$ cat config.mk
export PLATFORM = sky130hd
export DESIGN_NAME = depth_to_point_backprojection_unit_flat
export DESIGN_NICKNAME = d
export VERILOG_FILES = /design/src/design/dpb_pkg.sv /design/src/design/dpb_if.sv /design/src/design/dpb_front.sv /design/src/design/dpb_queue.sv /design/src/design/dpb_back.sv /design/src/design/depth_to_point_backprojection_unit.sv /design/src/flat_wrapper.sv
export SDC_FILE = /design/constraint.sdc
export NUM_CORES = 2
export LEC_CHECK = 0
export BUFFER_PORTS_ARGS = -buffer_cell sky130_fd_sc_hd__buf_2
export CAP_MARGIN = 20
export CORE_MARGIN = 5
export CORE_UTILIZATION = 55
export CTS_BUF_LIST = sky130_fd_sc_hd__clkbuf_4 sky130_fd_sc_hd__clkbuf_8
export CTS_CLUSTER_DIAMETER = 80
export DETAILED_ROUTE_END_ITERATION = 16
export PLACE_DENSITY = 0.86
export SETUP_SLACK_MARGIN = 0.2
export SLEW_MARGIN = 0
export SYNTH_ARGS = -nofsm -noshare
export SYNTH_HDL_FRONTEND = slang
export SYNTH_SLANG_ARGS = --single-unit
$ cat constraint.sdc
create_clock -name clk -period 10.5 [get_ports clk]
set_input_delay 1.05 -clock clk [delete_from_list [all_inputs] [get_ports clk]]
set_output_delay 1.05 -clock clk [all_outputs]
set_load 0.01 [all_outputs]
$ cat src/design/dpb_pkg.sv
// shared types and constants of the depth back-projection unit
`timescale 1ns / 1ps
`default_nettype none
package dpb_pkg;

    localparam int DEPTH_W  = 16;
    localparam int SCALE_W  = 24;
    localparam int CENTER_W = 16;
    localparam int INV_W    = 24;
    localparam int SIZE_W   = 13;
    localparam int Z_W      = 40;
    localparam int MAG_W    = 52;
    localparam int COORD_W  = 53;
    localparam int TALLY_W  = 25;
    localparam int PROD_W   = 56;
    localparam int MUL_A_W  = 40;
    localparam int CFG_IDX_W  = 3;
    localparam int CFG_DATA_W = 24;

    localparam logic [CFG_IDX_W-1:0] REG_DEPTH_SCALE  = 3'd0;
    localparam logic [CFG_IDX_W-1:0] REG_CENTER_X     = 3'd1;
    localparam logic [CFG_IDX_W-1:0] REG_CENTER_Y     = 3'd2;
    localparam logic [CFG_IDX_W-1:0] REG_INV_FOCAL_X  = 3'd3;
    localparam logic [CFG_IDX_W-1:0] REG_INV_FOCAL_Y  = 3'd4;
    localparam logic [CFG_IDX_W-1:0] REG_FRAME_WIDTH  = 3'd5;
    localparam logic [CFG_IDX_W-1:0] REG_FRAME_HEIGHT = 3'd6;

    localparam logic [SCALE_W-1:0]  RST_DEPTH_SCALE  = 24'd65536;
    localparam logic [CENTER_W-1:0] RST_CENTER_X     = 16'd5120;
    localparam logic [CENTER_W-1:0] RST_CENTER_Y     = 16'd3840;
    localparam logic [SIZE_W-1:0]   RST_FRAME_WIDTH  = 13'd640;
    localparam logic [SIZE_W-1:0]   RST_FRAME_HEIGHT = 13'd480;

    localparam int QUEUE_DEPTH = 2;

    typedef struct packed {
        logic [SCALE_W-1:0]  depth_scale;
        logic [CENTER_W-1:0] center_x;
        logic [CENTER_W-1:0] center_y;
        logic [INV_W-1:0]    inv_focal_x;
        logic [INV_W-1:0]    inv_focal_y;
        logic [SIZE_W-1:0]   frame_width;
        logic [SIZE_W-1:0]   frame_height;
    } cfg_t;

    // one classified pixel on its way from front to back
    typedef struct packed {
        logic [DEPTH_W-1:0]  depth;
        logic [CENTER_W-1:0] diff_x;
        logic                neg_x;
        logic [CENTER_W-1:0] diff_y;
        logic                neg_y;
        logic                point_valid;
        logic                frame_end;
        logic [TALLY_W-1:0]  valid_points;
    } job_t;

    typedef enum logic [9:0] {
        ST_IDLE = 10'b00_0000_0001,
        ST_Z    = 10'b00_0000_0010,
        ST_MX   = 10'b00_0000_0100,
        ST_HX   = 10'b00_0000_1000,
        ST_LX   = 10'b00_0001_0000,
        ST_MY   = 10'b00_0010_0000,
        ST_HY   = 10'b00_0100_0000,
        ST_LY   = 10'b00_1000_0000,
        ST_FIN  = 10'b01_0000_0000,
        ST_OUT  = 10'b10_0000_0000
    } back_state_t;

endpackage
`default_nettype wire

$ cat src/design/dpb_if.sv
// stream interfaces for depth pixels in and points out
`timescale 1ns / 1ps
`default_nettype none
interface dpb_pixel_if;
    logic        valid;
    logic        ready;
    logic [15:0] depth;

    modport source (output valid, output depth, input ready);
    modport sink   (input valid, input depth, output ready);
endinterface

interface dpb_point_if;
    logic               valid;
    logic               ready;
    logic               point_valid;
    logic signed [52:0] x_coord;
    logic signed [52:0] y_coord;
    logic [39:0]        z_coord;
    logic               frame_end;
    logic [24:0]        valid_points;

    modport source (output valid, output point_valid, output x_coord, output y_coord,
                    output z_coord, output frame_end, output valid_points, input ready);
    modport sink   (input valid, input point_valid, input x_coord, input y_coord,
                    input z_coord, input frame_end, input valid_points, output ready);
endinterface
`default_nettype wire

$ cat src/design/dpb_front.sv
// front end: raster counters, pixel classification and frame tally
`timescale 1ns / 1ps
`default_nettype none
module dpb_front #(
    parameter int MAX_WIDTH  = 4096,
    parameter int MAX_HEIGHT = 4096
) (
    input  wire                   clk,
    input  wire                   rst_n,
    input  wire dpb_pkg::cfg_t    cfg,
    dpb_pixel_if.sink             pixels,
    output logic                  push_valid,
    output dpb_pkg::job_t         push_job,
    input  wire                   push_ready
);

    localparam int ColW = (MAX_WIDTH > 1) ? $clog2(MAX_WIDTH) : 1;
    localparam int RowW = (MAX_HEIGHT > 1) ? $clog2(MAX_HEIGHT) : 1;
    localparam logic [dpb_pkg::SIZE_W-1:0] MaxW = dpb_pkg::SIZE_W'(MAX_WIDTH);
    localparam logic [dpb_pkg::SIZE_W-1:0] MaxH = dpb_pkg::SIZE_W'(MAX_HEIGHT);

    logic [ColW-1:0]                col_reg, col_next;
    logic [RowW-1:0]                row_reg, row_next;
    logic [dpb_pkg::TALLY_W-1:0]    tally_reg, tally_next;
    logic [dpb_pkg::SIZE_W-1:0]     width_c, height_c;
    logic                           row_last, frame_last, pix_ok, accept;
    logic [dpb_pkg::TALLY_W-1:0]    tally_inc;
    logic [dpb_pkg::CENTER_W-1:0]   col_pos, row_pos;

    assign pixels.ready = push_ready;
    assign push_valid   = pixels.valid;
    assign accept       = pixels.valid && push_ready;

    always_comb
    begin
        // frame size clamped to 1..max
        priority if (cfg.frame_width == '0)
            width_c = dpb_pkg::SIZE_W'(1);
        else if (cfg.frame_width > MaxW)
            width_c = MaxW;
        else
            width_c = cfg.frame_width;

        priority if (cfg.frame_height == '0)
            height_c = dpb_pkg::SIZE_W'(1);
        else if (cfg.frame_height > MaxH)
            height_c = MaxH;
        else
            height_c = cfg.frame_height;
    end

    assign row_last   = (dpb_pkg::SIZE_W'(col_reg) + dpb_pkg::SIZE_W'(1)) >= width_c;
    assign frame_last = row_last
                        && ((dpb_pkg::SIZE_W'(row_reg) + dpb_pkg::SIZE_W'(1)) >= height_c);
    assign pix_ok     = (pixels.depth != '0) && (cfg.depth_scale != '0)
                        && (cfg.inv_focal_x != '0) && (cfg.inv_focal_y != '0);
    assign tally_inc  = pix_ok ? tally_reg + dpb_pkg::TALLY_W'(1) : tally_reg;

    // pixel position in q12.4
    assign col_pos = dpb_pkg::CENTER_W'({col_reg, 4'b0000});
    assign row_pos = dpb_pkg::CENTER_W'({row_reg, 4'b0000});

    always_comb
    begin
        push_job.depth        = pixels.depth;
        push_job.neg_x        = col_pos < cfg.center_x;
        push_job.diff_x       = push_job.neg_x ? cfg.center_x - col_pos : col_pos - cfg.center_x;
        push_job.neg_y        = row_pos < cfg.center_y;
        push_job.diff_y       = push_job.neg_y ? cfg.center_y - row_pos : row_pos - cfg.center_y;
        push_job.point_valid  = pix_ok;
        push_job.frame_end    = frame_last;
        push_job.valid_points = tally_inc;
    end

    always_comb
    begin
        col_next   = col_reg;
        row_next   = row_reg;
        tally_next = tally_reg;
        if (accept)
        begin
            priority if (frame_last)
            begin
                col_next   = '0;
                row_next   = '0;
                tally_next = '0;
            end
            else if (row_last)
            begin
                col_next   = '0;
                row_next   = row_reg + RowW'(1);
                tally_next = tally_inc;
            end
            else
            begin
                col_next   = col_reg + ColW'(1);
                tally_next = tally_inc;
            end
        end
    end

    always_ff @(posedge clk or negedge rst_n)
    begin
        if (!rst_n)
        begin
            col_reg   <= '0;
            row_reg   <= '0;
            tally_reg <= '0;
        end
        else
        begin
            col_reg   <= col_next;
            row_reg   <= row_next;
            tally_reg <= tally_next;
        end
    end

endmodule
`default_nettype wire

$ cat src/design/dpb_queue.sv
// two-entry queue of classified pixels between front and back
`timescale 1ns / 1ps
`default_nettype none
module dpb_queue (
    input  wire                   clk,
    input  wire                   rst_n,
    input  wire                   push_valid,
    input  wire dpb_pkg::job_t    push_job,
    output logic                  push_ready,
    output logic                  pop_valid,
    output dpb_pkg::job_t         pop_job,
    input  wire                   pop
);

    localparam int PtrW = $clog2(dpb_pkg::QUEUE_DEPTH);
    localparam int CntW = $clog2(dpb_pkg::QUEUE_DEPTH + 1);

    dpb_pkg::job_t       entry_reg [dpb_pkg::QUEUE_DEPTH];
    logic [PtrW-1:0]     wr_ptr_reg, wr_ptr_next;
    logic [PtrW-1:0]     rd_ptr_reg, rd_ptr_next;
    logic [CntW-1:0]     count_reg, count_next;
    logic                do_push, do_pop;

    assign push_ready = count_reg != CntW'(dpb_pkg::QUEUE_DEPTH);
    assign pop_valid  = count_reg != '0;
    assign pop_job    = entry_reg[rd_ptr_reg];
    assign do_push    = push_valid && push_ready;
    assign do_pop     = pop && pop_valid;

    always_comb
    begin
        wr_ptr_next = do_push ? wr_ptr_reg + PtrW'(1) : wr_ptr_reg;
        rd_ptr_next = do_pop ? rd_ptr_reg + PtrW'(1) : rd_ptr_reg;
        count_next  = count_reg;
        if (do_push && !do_pop)
            count_next = count_reg + CntW'(1);
        else if (do_pop && !do_push)
            count_next = count_reg - CntW'(1);
    end

    always_ff @(posedge clk or negedge rst_n)
    begin
        if (!rst_n)
        begin
            wr_ptr_reg <= '0;
            rd_ptr_reg <= '0;
            count_reg  <= '0;
        end
        else
        begin
            wr_ptr_reg <= wr_ptr_next;
            rd_ptr_reg <= rd_ptr_next;
            count_reg  <= count_next;
        end
    end

    always_ff @(posedge clk)
    begin
        if (do_push)
            entry_reg[wr_ptr_reg] <= push_job;
    end

endmodule
`default_nettype wire

$ cat src/design/dpb_back.sv
// back end: sequencer around one shared multiplier, output register
`timescale 1ns / 1ps
`default_nettype none
module dpb_back (
    input  wire                   clk,
    input  wire                   rst_n,
    input  wire dpb_pkg::cfg_t    cfg,
    input  wire                   job_valid,
    input  wire dpb_pkg::job_t    job,
    output logic                  job_pop,
    dpb_point_if.source           points
);

    dpb_pkg::back_state_t           state_reg, state_next;
    dpb_pkg::job_t                  job_reg;
    logic [dpb_pkg::PROD_W-1:0]     prod_reg, m_reg;
    logic [dpb_pkg::Z_W-1:0]        z_reg;
    logic [dpb_pkg::MAG_W-1:0]      hi_reg, x_mag_reg, y_mag_reg, mag_sum;
    logic [dpb_pkg::MUL_A_W-1:0]    mul_a;
    logic [dpb_pkg::INV_W-1:0]      mul_b;
    logic [63:0]                    mul_full;
    logic                           out_fire, out_valid_reg;
    logic [dpb_pkg::COORD_W-1:0]    x_ext, y_ext;

    assign job_pop  = (state_reg == dpb_pkg::ST_IDLE) && job_valid;
    assign out_fire = (state_reg == dpb_pkg::ST_OUT) && (!out_valid_reg || points.ready);

    // operand select for the shared 40x24 multiplier
    always_comb
    begin
        unique case (state_reg)
            dpb_pkg::ST_Z:
            begin
                mul_a = dpb_pkg::MUL_A_W'(job_reg.depth);
                mul_b = cfg.depth_scale;
            end
            dpb_pkg::ST_MX:
            begin
                mul_a = prod_reg[dpb_pkg::Z_W-1:0];
                mul_b = dpb_pkg::INV_W'(job_reg.diff_x);
            end
            dpb_pkg::ST_HX:
            begin
                mul_a = dpb_pkg::MUL_A_W'(prod_reg[55:28]);
                mul_b = cfg.inv_focal_x;
            end
            dpb_pkg::ST_LX:
            begin
                mul_a = dpb_pkg::MUL_A_W'(m_reg[27:0]);
                mul_b = cfg.inv_focal_x;
            end
            dpb_pkg::ST_MY:
            begin
                mul_a = z_reg;
                mul_b = dpb_pkg::INV_W'(job_reg.diff_y);
            end
            dpb_pkg::ST_HY:
            begin
                mul_a = dpb_pkg::MUL_A_W'(prod_reg[55:28]);
                mul_b = cfg.inv_focal_y;
            end
            dpb_pkg::ST_LY:
            begin
                mul_a = dpb_pkg::MUL_A_W'(m_reg[27:0]);
                mul_b = cfg.inv_focal_y;
            end
            default:
            begin
                mul_a = '0;
                mul_b = '0;
            end
        endcase
    end

    assign mul_full = {24'b0, mul_a} * {40'b0, mul_b};

    // high part plus low part rounded half up at bit 27
    assign mag_sum = hi_reg + dpb_pkg::MAG_W'(prod_reg[51:28])
                     + dpb_pkg::MAG_W'(prod_reg[27]);

    always_comb
    begin
        state_next = state_reg;
        unique case (state_reg)
            dpb_pkg::ST_IDLE:
                if (job_valid)
                    state_next = job.point_valid ? dpb_pkg::ST_Z : dpb_pkg::ST_OUT;
            dpb_pkg::ST_Z:   state_next = dpb_pkg::ST_MX;
            dpb_pkg::ST_MX:  state_next = dpb_pkg::ST_HX;
            dpb_pkg::ST_HX:  state_next = dpb_pkg::ST_LX;
            dpb_pkg::ST_LX:  state_next = dpb_pkg::ST_MY;
            dpb_pkg::ST_MY:  state_next = dpb_pkg::ST_HY;
            dpb_pkg::ST_HY:  state_next = dpb_pkg::ST_LY;
            dpb_pkg::ST_LY:  state_next = dpb_pkg::ST_FIN;
            dpb_pkg::ST_FIN: state_next = dpb_pkg::ST_OUT;
            dpb_pkg::ST_OUT:
                if (out_fire)
                    state_next = dpb_pkg::ST_IDLE;
            default:         state_next = dpb_pkg::ST_IDLE;
        endcase
    end

    always_ff @(posedge clk or negedge rst_n)
    begin
        if (!rst_n)
        begin
            state_reg     <= dpb_pkg::ST_IDLE;
            out_valid_reg <= 1'b0;
        end
        else
        begin
            state_reg <= state_next;
            if (out_fire)
                out_valid_reg <= 1'b1;
            else if (points.ready)
                out_valid_reg <= 1'b0;
        end
    end

    // datapath, no reset needed
    always_ff @(posedge clk)
    begin
        prod_reg <= mul_full[dpb_pkg::PROD_W-1:0];
        if (job_pop)
        begin
            job_reg   <= job;
            z_reg     <= '0;
            x_mag_reg <= '0;
            y_mag_reg <= '0;
        end
        if (state_reg == dpb_pkg::ST_MX)
            z_reg <= prod_reg[dpb_pkg::Z_W-1:0];
        if (state_reg == dpb_pkg::ST_HX || state_reg == dpb_pkg::ST_HY)
            m_reg <= prod_reg;
        if (state_reg == dpb_pkg::ST_LX || state_reg == dpb_pkg::ST_LY)
            hi_reg <= prod_reg[dpb_pkg::MAG_W-1:0];
        if (state_reg == dpb_pkg::ST_MY)
            x_mag_reg <= mag_sum;
        if (state_reg == dpb_pkg::ST_FIN)
            y_mag_reg <= mag_sum;
    end

    assign x_ext = {1'b0, x_mag_reg};
    assign y_ext = {1'b0, y_mag_reg};

    logic                           pv_reg, fe_reg;
    logic [dpb_pkg::COORD_W-1:0]    x_reg, y_reg;
    logic [dpb_pkg::Z_W-1:0]        zo_reg;
    logic [dpb_pkg::TALLY_W-1:0]    vp_reg;

    always_ff @(posedge clk)
    begin
        if (out_fire)
        begin
            pv_reg <= job_reg.point_valid;
            x_reg  <= job_reg.neg_x ? (~x_ext + dpb_pkg::COORD_W'(1)) : x_ext;
            y_reg  <= job_reg.neg_y ? (~y_ext + dpb_pkg::COORD_W'(1)) : y_ext;
            zo_reg <= z_reg;
            fe_reg <= job_reg.frame_end;
            vp_reg <= job_reg.valid_points;
        end
    end

    assign points.valid        = out_valid_reg;
    assign points.point_valid  = pv_reg;
    assign points.x_coord      = x_reg;
    assign points.y_coord      = y_reg;
    assign points.z_coord      = zo_reg;
    assign points.frame_end    = fe_reg;
    assign points.valid_points = vp_reg;

endmodule
`default_nettype wire

$ cat src/design/depth_to_point_backprojection_unit.sv
// pinhole depth back-projection: one depth pixel in, one 3d point out
// a valid pixel steps the back end through states Z, MX, HX, LX, MY, HY, LY, FIN and OUT; an invalid one goes to OUT
// the back end takes the next pixel only after the point of the last one has entered the output register
// the back-end sequencer uses one 40x24 multiplier seven times for a valid pixel
// front end takes pixels into a 2-entry queue while the back end is busy
// reset clears counters, tally, queue and output valid; config registers return to their defaults
`timescale 1ns / 1ps
`default_nettype none
module depth_to_point_backprojection_unit #(
    parameter int MAX_WIDTH  = 4096,
    parameter int MAX_HEIGHT = 4096
) (
    input  wire                               clk,
    input  wire                               rst_n,
    input  wire                               cfg_write,
    input  wire [dpb_pkg::CFG_IDX_W-1:0]      cfg_index,
    input  wire [dpb_pkg::CFG_DATA_W-1:0]     cfg_data,
    dpb_pixel_if.sink                         pixels,
    dpb_point_if.source                       points
);

    dpb_pkg::cfg_t  cfg_reg;
    logic           push_valid, push_ready, pop_valid, pop;
    dpb_pkg::job_t  push_job, pop_job;

    always_ff @(posedge clk or negedge rst_n)
    begin
        if (!rst_n)
        begin
            cfg_reg.depth_scale  <= dpb_pkg::RST_DEPTH_SCALE;
            cfg_reg.center_x     <= dpb_pkg::RST_CENTER_X;
            cfg_reg.center_y     <= dpb_pkg::RST_CENTER_Y;
            cfg_reg.inv_focal_x  <= '0;
            cfg_reg.inv_focal_y  <= '0;
            cfg_reg.frame_width  <= dpb_pkg::RST_FRAME_WIDTH;
            cfg_reg.frame_height <= dpb_pkg::RST_FRAME_HEIGHT;
        end
        else if (cfg_write)
        begin
            unique case (cfg_index)
                dpb_pkg::REG_DEPTH_SCALE:  cfg_reg.depth_scale  <= cfg_data;
                dpb_pkg::REG_CENTER_X:     cfg_reg.center_x     <= cfg_data[15:0];
                dpb_pkg::REG_CENTER_Y:     cfg_reg.center_y     <= cfg_data[15:0];
                dpb_pkg::REG_INV_FOCAL_X:  cfg_reg.inv_focal_x  <= cfg_data;
                dpb_pkg::REG_INV_FOCAL_Y:  cfg_reg.inv_focal_y  <= cfg_data;
                dpb_pkg::REG_FRAME_WIDTH:  cfg_reg.frame_width  <= cfg_data[12:0];
                dpb_pkg::REG_FRAME_HEIGHT: cfg_reg.frame_height <= cfg_data[12:0];
                default: ;
            endcase
        end
    end

    dpb_front #(
        .MAX_WIDTH  (MAX_WIDTH),
        .MAX_HEIGHT (MAX_HEIGHT)
    ) u_front (
        .clk        (clk),
        .rst_n      (rst_n),
        .cfg        (cfg_reg),
        .pixels     (pixels),
        .push_valid (push_valid),
        .push_job   (push_job),
        .push_ready (push_ready)
    );

    dpb_queue u_queue (
        .clk        (clk),
        .rst_n      (rst_n),
        .push_valid (push_valid),
        .push_job   (push_job),
        .push_ready (push_ready),
        .pop_valid  (pop_valid),
        .pop_job    (pop_job),
        .pop        (pop)
    );

    dpb_back u_back (
        .clk        (clk),
        .rst_n      (rst_n),
        .cfg        (cfg_reg),
        .job_valid  (pop_valid),
        .job        (pop_job),
        .job_pop    (pop),
        .points     (points)
    );

endmodule
`default_nettype wire

$ cat src/flat_wrapper.sv
// flat-port wrapper written by rule: the top's interface ports become plain ports
module depth_to_point_backprojection_unit_flat 
#(
    parameter int MAX_WIDTH  = 4096,
    parameter int MAX_HEIGHT = 4096
)
  (clk, rst_n, cfg_write, cfg_index, cfg_data, pixels_valid, pixels_depth, pixels_ready, points_valid, points_point_valid, points_x_coord, points_y_coord, points_z_coord, points_frame_end, points_valid_points, points_ready);
  dpb_pixel_if pixels_i ();
  dpb_point_if points_i ();
  input  wire clk;
  input  wire rst_n;
  input  wire cfg_write;
  input  wire [dpb_pkg::CFG_IDX_W-1:0] cfg_index;
  input  wire [dpb_pkg::CFG_DATA_W-1:0] cfg_data;
  input wire logic [$bits(pixels_i.valid)-1:0] pixels_valid;
  input wire logic [$bits(pixels_i.depth)-1:0] pixels_depth;
  output wire logic [$bits(pixels_i.ready)-1:0] pixels_ready;
  output wire logic [$bits(points_i.valid)-1:0] points_valid;
  output wire logic [$bits(points_i.point_valid)-1:0] points_point_valid;
  output wire logic [$bits(points_i.x_coord)-1:0] points_x_coord;
  output wire logic [$bits(points_i.y_coord)-1:0] points_y_coord;
  output wire logic [$bits(points_i.z_coord)-1:0] points_z_coord;
  output wire logic [$bits(points_i.frame_end)-1:0] points_frame_end;
  output wire logic [$bits(points_i.valid_points)-1:0] points_valid_points;
  input wire logic [$bits(points_i.ready)-1:0] points_ready;
  assign pixels_i.valid = pixels_valid;
  assign pixels_i.depth = pixels_depth;
  assign pixels_ready = pixels_i.ready;
  assign points_valid = points_i.valid;
  assign points_point_valid = points_i.point_valid;
  assign points_x_coord = points_i.x_coord;
  assign points_y_coord = points_i.y_coord;
  assign points_z_coord = points_i.z_coord;
  assign points_frame_end = points_i.frame_end;
  assign points_valid_points = points_i.valid_points;
  assign points_i.ready = points_ready;
  depth_to_point_backprojection_unit #(.MAX_WIDTH(MAX_WIDTH), .MAX_HEIGHT(MAX_HEIGHT)) u_core (.clk(clk), .rst_n(rst_n), .cfg_write(cfg_write), .cfg_index(cfg_index), .cfg_data(cfg_data), .pixels(pixels_i), .points(points_i));
endmodule
==> flow_metrics.env <==
export IMPL_dr_pass1_iters=9
export IMPL_ys_seq_area_share_pct=37.9
export IMPL_syn_area_um2=65600
export IMPL_p_leak_nw=32.4
export IMPL_portBuffers=222
export IMPL_holdWs_ns=0.339
export IMPL_synth_cells=6128
export IMPL_ys_ff_latch=878
export IMPL_place_area_um2=69600
export IMPL_timing_fmax_ghz=0.0997
export IMPL_antenna_found_initial=19
export IMPL_io_pin_count=223
export IMPL_async_flop_share_pct=22.1
export IMPL_critPathLaunchType="flop"
export IMPL_wl_met1_mm=67.5
export IMPL_drtIter0Drc=5751
export IMPL_clockRootBuffer="clkbuf_8"
export IMPL_cts_tree="done"
export IMPL_final_setup_tns_ns=0
export IMPL_yosys_warnings=0
export IMPL_synth_edf_count=628
export IMPL_wl_met3_mm=24.7
export IMPL_fin_nets=7590
export IMPL_insertion_delay_ns=0.90
export IMPL_met2_length_mm=88.2
export IMPL_grt_max_degree=155
export IMPL_fp_row_count=126
export IMPL_dieArea_um2=126000
export IMPL_syn_to_final_growth_pct=11.0
export IMPL_hpwlAfterDp_mm=149
export IMPL_r2r_setup_slack_ns=0.47
export IMPL_fin_ws_ns=0.468
export IMPL_finalHoldViolCount=0
export IMPL_yosysUniqueCellTypes=72
export IMPL_cts_buffers=143
export IMPL_grtUsageTotal_pct=31.0
export IMPL_crit_type="flop to flop"
export IMPL_crit_top_cell="fa_1"
export IMPL_p_per_area_nw_per_um2=186
export IMPL_ant_nets=0
export IMPL_slowest_stage="or3b_2"
export IMPL_core_um2=118000
export IMPL_cts_max_level=4
export IMPL_ys_flop_type="edfxtp_1"
export IMPL_worst_pin_slew_ns=1.29
export IMPL_drcViolationCount=0
export IMPL_reg2reg_to="u_core.u_back.prod_reg[54]"
export IMPL_crit_path_max_fanout=18
export IMPL_final_core_util_pct=61.6
export IMPL_path_buf_inv=5
export IMPL_final_layout_size_suffix_gt1_share_pct=13.7
export IMPL_r2r_worst_path_cells=31
export IMPL_startpoint="u_core.u_back.state_reg[2]"
export IMPL_cap_viol_max_count=0
export IMPL_clk_pin_slew_worst_paths_ns=0.06
export IMPL_slew_viol_final=0
export IMPL_die_h_um=355
export IMPL_largest_reg_flops=154
export IMPL_worstPathRequired_ns=11.28
export IMPL_die_w_um=355
export IMPL_slowest_delay_ns=0.67
export IMPL_cp_depth=31
export IMPL_grt_setup_unrepaired="true"
export IMPL_r2r_start="u_core.u_back.state_reg[2]"
export IMPL_final_seq_area_um2=24900
export IMPL_routed_wl_mm=194
export IMPL_outcome="completed"
export IMPL_highest_layer="met5"
export IMPL_crit_end="u_core.u_back.prod_reg[54]"
export IMPL_setup_viol=0
export IMPL_grt_pass1_vias=50313
export IMPL_cts_sinks=878
export IMPL_grt_overflow_total=0
export IMPL_initial_core_util_pct=55.5
export IMPL_finalCritPeriodShare_pct=95.5
export IMPL_max_clock_path_buffers=3
export IMPL_slew_headroom_pct=14.3
export IMPL_route_vias_total=48101
export IMPL_hp_class="input pin to asynchronous set/reset pin"
export IMPL_vias_per_cell=5.90
export IMPL_avgSynthCellArea_um2=10.7
export IMPL_cp_arrival_ns=10.81
export IMPL_fill_cells=9005
export IMPL_grt_pass1_wl_mm=296
export IMPL_multiInputGateArea_um2=36400
export IMPL_critPathTopFamily="adder cells"
export IMPL_finClkSkew_ns=0.0774
export IMPL_fin_crit_ns=10.03
export IMPL_place_gp_congestion=1.08
export IMPL_cp_end_kind="flop"
export IMPL_ir_drop_uv=165
export IMPL_pre_cts_slack_ns=0.308
export IMPL_wl_per_cell_um=23.8
export IMPL_design_area_um2=72900
## cell usage in the layout, fill, tap and decap left out, drive strengths merged, types with 31 or more instances in the layout
| cell type | n |
|---|---|
| dfxtp | 56 |
| and3 | 31 |
| nand2b | 34 |
| a21o | 80 |
| ha | 248 |
| fa | 812 |
| o21ai | 181 |
| conb | 60 |
| nor3 | 40 |
| xor2 | 59 |
| nand2 | 837 |
| clkinv | 42 |
| nand3 | 69 |
| inv | 1073 |
| mux2 | 179 |
| nor4 | 43 |
| edfxtp | 628 |
| o31ai | 47 |
| xnor2 | 223 |
| a21oi | 138 |
| buf | 396 |
| nor2 | 500 |
| clkbuf | 203 |
| dfrtp | 180 |
| and2 | 54 |
## layout make-up
| cell class | count | share of cell area (%) |
|---|---|---|
| multi-input combinational | 3994 | 50.0 |
| sequential | 878 | 34.1 |
| inverter | 1068 | 5.50 |
| timing repair buffer | 397 | 3.56 |
| clock buffer | 202 | 3.38 |
| tap | 1536 | 2.64 |
| clock inverter | 61 | 0.781 |
| antenna | 18 | 0.0618 |
## synth_stat cells (15+ instances only)
cell,instances,share of area [%]
a21o_1,80,0.91
a21oi_1,138,1.1
a221o_1,30,0.46
a221oi_1,23,0.31
a22oi_1,23,0.26
and2_1,54,0.51
and3_1,31,0.30
clkbuf_1,236,1.3
dfrtp_1,180,6.9
dfxtp_1,56,1.7
edfxtp_1,628,29
fa_1,812,25
ha_1,248,4.7
inv_1,1067,6.1
mux2_2,179,3.1
nand2_1,836,4.8
nand2b_1,34,0.32
nand3_1,68,0.52
nand4_1,29,0.28
nor2_1,500,2.9
nor2b_1,19,0.18
nor3_1,39,0.30
nor4_1,42,0.40
o21ai_0,175,1.3
o21bai_1,15,0.17
o31ai_1,47,0.54
o41ai_1,21,0.28
or3_1,21,0.20
or4_1,25,0.29
xnor2_1,223,3.0
xor2_1,59,0.79
## per-layer routing
metal  up-vias  global-route usage [%]
li1      20469                       -
met1     23625                    37.7
met2      3145                    48.6
met3       858                    10.2
met4         4                    18.1
met5         -                       0
## how the worst min path moves through the flow
| stage | end | slack (ns) | depth (start not counted) |
|---|---|---|---|
| CTS | u_core.cfg_reg[103] | 0.30 | 1 |
| finish | u_core.cfg_reg[2] | 0.34 | 1 |
| detailed placement | u_core.u_back.points.valid_points[15] | 0.40 | 0 |
| global route | u_core.u_queue.entry_reg[1][70] | 0.36 | 1 |
| global placement | u_core.u_back.points.valid_points[11] | 0.40 | 0 |
| floorplan | u_core.u_back.points.frame_end | 0.40 | 0 |
## cell families after synthesis
logic type	synth area share, %
multiplexers	3.16
adder cells (fa/ha/maj)	29.5
XOR/XNOR	3.76
flip-flops	37.9
other	0.0114
buffers and inverters	7.53
AND/OR/NAND/NOR	11.5
AO/OA/AOI/OAI	6.68
## per-stage QoR
step	instances	power [mW]
after global routing	8140	14.2
after detailed placement	7866	10.2
after floorplan	6186	8.37
after CTS	8129	13.4
final	8154	13.6
after global placement	7865	10.0
## report_power, final
| group | total [mW] | switching (mW) | leakage [nW] | internal (mW) |
|---|---|---|---|---|
| registers | 5.86 | 0.833 | 8.74 | 5.03 |
| logic | 4.54 | 2.92 | 22.0 | 1.62 |
| clock network | 3.16 | 1.43 | 1.59 | 1.73 |
| total | 13.6 | 5.18 | 32.4 | 8.38 |
## what timing repair did
action,in CTS,in global routing
buffers inserted,0,2
hold buffers,0,0
setup endpoints to repair,0,15
resized for setup,0,15
(Power assumes the default switching activity.)
